$ cat src/rtl/ipmt_pkg.sv
`timescale 1ns / 1ps
// ----------------------------------------------------------------------------
// ipmt_pkg: shared types and constants for the inode policy match table
// Table size, opcode codes and the structs that pass between the control
// logic and the chain of table cells.
// ----------------------------------------------------------------------------
package ipmt_pkg;

    localparam int unsigned TABLE_ENTRIES = 64;
    localparam int unsigned IDX_W         = (TABLE_ENTRIES > 1) ? $clog2(TABLE_ENTRIES) : 1;

    typedef enum logic [1:0] {
        OP_ADD    = 2'd0,
        OP_REMOVE = 2'd1,
        OP_CLEAR  = 2'd2,
        OP_LOOKUP = 2'd3
    } t_opcode;

    // Request held stable while the search token walks the chain.
    typedef struct packed {
        t_opcode     opcode;
        logic [63:0] device_id;
        logic [63:0] inode_number;
        logic [31:0] access_mask;
        logic [31:0] block_value;
    } t_req;

    // Search token handed from cell to cell.
    typedef struct packed {
        logic             tok;
        logic             hit;
        logic [31:0]      hit_mask;
        logic [31:0]      hit_block;
        logic             free;
        logic [IDX_W-1:0] free_idx;
    } t_carry;

    // Commit command broadcast to all cells at the end of a transaction.
    typedef struct packed {
        logic             clear;
        logic             ins;
        logic [IDX_W-1:0] ins_idx;
    } t_cmd;

endpackage

$ cat src/rtl/ipmt_cell.sv
`timescale 1ns / 1ps
// ----------------------------------------------------------------------------
// ipmt_cell: one table slot
// Holds one entry, compares it against the request when the search token
// arrives, registers the updated token and hands it to the next cell.
// ----------------------------------------------------------------------------
module ipmt_cell (
    input  logic                        i_clk,
    input  logic                        i_rst_n,
    input  logic [ipmt_pkg::IDX_W-1:0]  i_idx,
    input  ipmt_pkg::t_req              i_req,
    input  ipmt_pkg::t_cmd              i_cmd,
    input  ipmt_pkg::t_carry            i_carry,
    output ipmt_pkg::t_carry            o_carry
);

    logic             r_valid;
    logic [63:0]      r_dev;
    logic [63:0]      r_ino;
    logic [31:0]      r_mask;
    logic [31:0]      r_block;
    logic             r_tok;
    ipmt_pkg::t_carry r_carry;
    ipmt_pkg::t_carry n_carry;
    logic             hit;
    logic             ins_here;

    assign hit = r_valid && (r_dev == i_req.device_id) && (r_ino == i_req.inode_number);
    assign ins_here = i_cmd.ins && (i_cmd.ins_idx == i_idx);

    always_comb begin
        n_carry = i_carry;
        if (hit) begin
            n_carry.hit       = 1'b1;
            n_carry.hit_mask  = r_mask;
            n_carry.hit_block = r_block;
        end
        if (!i_carry.free && !r_valid) begin
            n_carry.free     = 1'b1;
            n_carry.free_idx = i_idx;
        end
    end

    // Control state.
    always_ff @(posedge i_clk) begin
        if (!i_rst_n) begin
            r_valid <= 1'b0;
            r_tok   <= 1'b0;
        end else begin
            r_tok <= i_carry.tok;
            if (i_cmd.clear) begin
                r_valid <= 1'b0;
            end else if (ins_here) begin
                r_valid <= 1'b1;
            end else if (i_carry.tok && hit && i_req.opcode == ipmt_pkg::OP_REMOVE) begin
                r_valid <= 1'b0;
            end
        end
    end

    // Entry payload; keys are unique, so an overwrite acts on the spot.
    always_ff @(posedge i_clk) begin
        r_carry <= n_carry;
        if (ins_here) begin
            r_dev   <= i_req.device_id;
            r_ino   <= i_req.inode_number;
            r_mask  <= i_req.access_mask;
            r_block <= i_req.block_value;
        end else if (i_carry.tok && hit && i_req.opcode == ipmt_pkg::OP_ADD) begin
            r_mask  <= i_req.access_mask;
            r_block <= i_req.block_value;
        end
    end

    always_comb begin
        o_carry     = r_carry;
        o_carry.tok = r_tok;
    end

endmodule

$ cat config.mk
export PLATFORM = sky130hd
export DESIGN_NAME = ipmt_cell
export DESIGN_NICKNAME = d
export VERILOG_FILES = /design/src/rtl/ipmt_pkg.sv /design/src/rtl/ipmt_cell.sv
export SDC_FILE = /design/constraint.sdc
export NUM_CORES = 1
export LEC_CHECK = 0
export ABC_AREA = 1
export CAP_MARGIN = 30
export CORE_ASPECT_RATIO = 0.9
export CORE_UTILIZATION = 52
export CTS_CLUSTER_SIZE = 24
export DETAILED_ROUTE_END_ITERATION = 6
export DONT_BUFFER_PORTS = 1
export GPL_ROUTABILITY_DRIVEN = 0
export GPL_TIMING_DRIVEN = 0
export HOLD_SLACK_MARGIN = 0.03
export PLACE_DENSITY = 0.7
export SKIP_LAST_GASP = 1
export SLEW_MARGIN = 10
export SYNTH_ARGS = -nofsm -noshare
export SYNTH_HDL_FRONTEND = slang
export SYNTH_SLANG_ARGS = --single-unit
$ cat constraint.sdc
create_clock -name i_clk -period 6.2 [get_ports i_clk]
set_input_delay 0.31 -clock i_clk [delete_from_list [all_inputs] [get_ports i_clk]]
set_output_delay 0.31 -clock i_clk [all_outputs]
set_load 0.005 [all_outputs]
==> results.toml <==
[clock_network]
post_cts_buffers = 0
clock_latency_ps = 540
cts.reportedPaths.clkPinSlew_ps = 60
cts.path.max_buffers = 3
cts_tree = "done"
numCtsBuffers = 28
cts-root-buf = "clkbuf_16"
htree_levels = 1
cts_num_sinks = 266

[synthesis]
synth_compound_area_frac = 0.00822
synth-seq-cells = 266
yosysUniqueCellTypes = 26
syn-num-nets = 1716
synth-xor-area-share = 0.0158
synthAdderAreaFrac = 0
async_reset_ff_frac = 0
syn-mean-instance-area_sq_um = 8.50
synth_cells = 1433
synth-simple-area-share = 0.299
synth-seq-area-share = 0.595
syn-cell-area_sq_mm = 0.0122
yosys_most_used_dff = "edfxtp_1"
ys_warn_count = 0
synth-edff-count = 192
synth_top_family_by_area = "simple AND/OR/NAND/NOR gates"
synthMuxAreaShare = 0.00185

[drt]
drt_pass1_iterations = 6
wirelength_microns = 41500
via_per_inst = 5.40
antenna_left = 0
drt_iter0_drc = 1021
drc = 0
met2WireLength_microns = 19500
routed.top_layer = "met4"
wl_met3_microns = 4790
routedWlPerCell_microns = 20.1
wl_met1_microns = 15600
dr_total_vias = 11100

[final_layout]
syn2layout_area_growth_pct = 33.8
drive_gt1_frac = 0.0471
fin_nets = 2022
finalInstanceArea_sq_mm = 0.0163

[sta]
min_period_over_period = 0.514
final-setup-viol-count = 0
hold_viol_final = 0
slew_violations = 0
slew_headroom = 0.410
hold-worst-slack_ps = 93.4
worst_slew_pin_slew_ps = 885
min_period_ps = 3190
skew_ps = 17.7
rsz0062_at_grt = "false"
fmax_ghz = 0.314

[die]
core_sq_mm = 0.0227
rows = 52
boundaryPins = 356
dieHeight_microns = 147
die_x_microns = 163
start_util = 0.536
die_area_sq_mm = 0.0240

[grt]
grt_pass1_wl_microns = 61500
overflow = 0
first_global_vias = 11200
grt_max_degree = 65
antenna_found_initial = 1
grt_use_total = 0.341

[power]
p_total_uw = 4030
p_leak_uw = 0.00746
p_per_area_mw_per_mm2 = 247
peakVddDrop_v = 0.000233

[critical_path]
reg2reg_depth = 8
cpMaxStageDelayCell = "nor4_1"
crit_cells = 8
path_delay_family = "simple AND/OR/NAND/NOR gates"
arrival_ps = 3350
setup.worst_path.end_class = "flip-flop"
timing.critical_path.mode_cell = "nand4_1"
r2r_slack_ps = 3010
start_kind = "flip-flop"
cp_max_fo = 64
cp_num_buf_inv = 1
slowest_delay_ps = 680
cp.required_ps = 6360
reg2reg_to = "r_block[24]$_DFFE_PP_"
crit_type = "flip-flop to flip-flop"
reg2reg_from = "r_dev[50]$_DFFE_PP_"
crit_chain = "inv_1, nand2_1, o21ai_0, nor4_1, nand4_1, nor3_1, nand4_1, nand2_4"

[run]
drv_cap = 0

[hold_path]
hold_path_startpoint = "i_req[193]"
min_path_type = "input pin to flip-flop"
holdPathStages = 4
min_to = "r_valid$_SDFFE_PP0P_"

[outcome]
run_status = "completed"

[placement]
dpl_cell_area_sq_mm = 0.0126
dp_hpwl_microns = 27100
port_buffers = 0
==> cell families after synthesis <==
| family | Yosys count |
|---|---|
| multiplexers | 2 |
| buffers and inverters | 243 |
| flip-flops | 266 |
| AND/OR/NAND/NOR | 882 |
| AO/OA/AOI/OAI | 18 |
| XOR/XNOR | 22 |
==> cell usage after synthesis (2+ instances only) <==
library cell,count,area share
o21ai_0,9,0.0037
xor2_1,4,0.0029
nand3b_1,3,0.0018
mux2_2,2,0.0018
or2_2,17,0.0087
a21oi_1,5,0.0021
o22ai_1,2,0.0010
dfxtp_1,74,0.12
nor3b_1,3,0.0018
edfxtp_1,192,0.47
buf_2,7,0.0029
nand4_1,57,0.029
buf_6,6,0.0055
nor3_1,35,0.014
inv_1,229,0.071
a2111oi_0,2,0.0014
xnor2_1,18,0.013
nor4_1,8,0.0041
nand3_1,40,0.016
nand2_1,581,0.18
nor2_1,134,0.041
==> layout make-up <==
type                       instances  area [sq um]
fill                            1622          6420
inverter                         229           860
buffer                            14           110
clock inverter                    10          70.1
timing repair buffer             276          2800
antenna                            1          2.50
sequential                       266          7250
tap                              297           372
clock buffer                      42           858
multi-input combinational        924          3970
==> power by group <==
group          leakage (uW)  switching, uW  internal (uW)
logic               0.00464            184            185
clock network      0.000461            710            965
registers           0.00235           26.3           1950
total               0.00746            920           3100
==> sequential cells by signal (all words and copies together) (netlist names) <==
| name | flops |
|---|---|
| r_mask | 32 |
| r_dev | 64 |
| r_tok | 1 |
| o_carry | 72 |
| r_valid | 1 |
| r_ino | 64 |
| r_block | 32 |
==> layer usage <==
metal / up-vias / track usage
met5: - / 0
met4: 0 / 0.129
met3: 122 / 0.0853
met2: 710 / 0.561
met1: 5124 / 0.432
li1: 5153 / -
==> worst max-delay path by stage <==
stage	endpoint	start	slack, ps
global placement	r_block[27]$_DFFE_PP_	i_idx[3]	-1920
detailed placement	r_block[27]$_DFFE_PP_	i_cmd[0]	2930
floorplan	r_block[0]$_DFFE_PP_	i_idx[3]	270
global route	r_block[23]$_DFFE_PP_	r_dev[50]$_DFFE_PP_	2920
CTS	r_block[23]$_DFFE_PP_	r_dev[50]$_DFFE_PP_	3130
finish	r_block[24]$_DFFE_PP_	r_dev[50]$_DFFE_PP_	3010
==> per-stage QoR <==
stage / setup WS (ps) / utilization / setup TNS [ps] / std cells
2_1_floorplan: 268 / - / 0 / 1433
3_3_place_gp: -1920 / 0.553 / -122490 / 1730
3_5_place_dp: 2930 / 0.555 / 0 / 1732
4_1_cts: 3130 / 0.717 / 0 / 2058
5_1_grt: 2920 / 0.717 / 0 / 2059
6_report: 3010 / 0.717 / 0 / 2059
==> placed cells by master (no fill, tap or decap), types with 6 or more instances in the layout <==
cell	netlist	final
nand3_1	40	40
nor3_1	35	35
edfxtp_1	192	192
clkbuf_16	0	32
buf_2	7	7
buf_6	6	6
o21ai_0	9	9
nand2_1	581	580
inv_1	229	229
nand4_1	57	57
nor4_1	8	8
dfxtp_1	74	74
nor2_1	134	134
dlygate4sd3_1	0	274
xnor2_1	18	18
clkbuf_1	0	8
or2_2	17	17
==> worst reg2reg max path, delay by kind of cell (launching register included) <==
family,cells,cell delay (ps)
AO/OA/AOI/OAI,1,120
buffers and inverters,1,40
AND/OR/NAND/NOR,6,2260
flip-flops,1,340
==> repair_timing <==
item | in CTS | in global routing
endpoints found under the hold margin | 266 | 0
resized for setup | 0 | 0
hold buffers | 274 | 0
No activity file was read; power rests on OpenSTA's default activity.
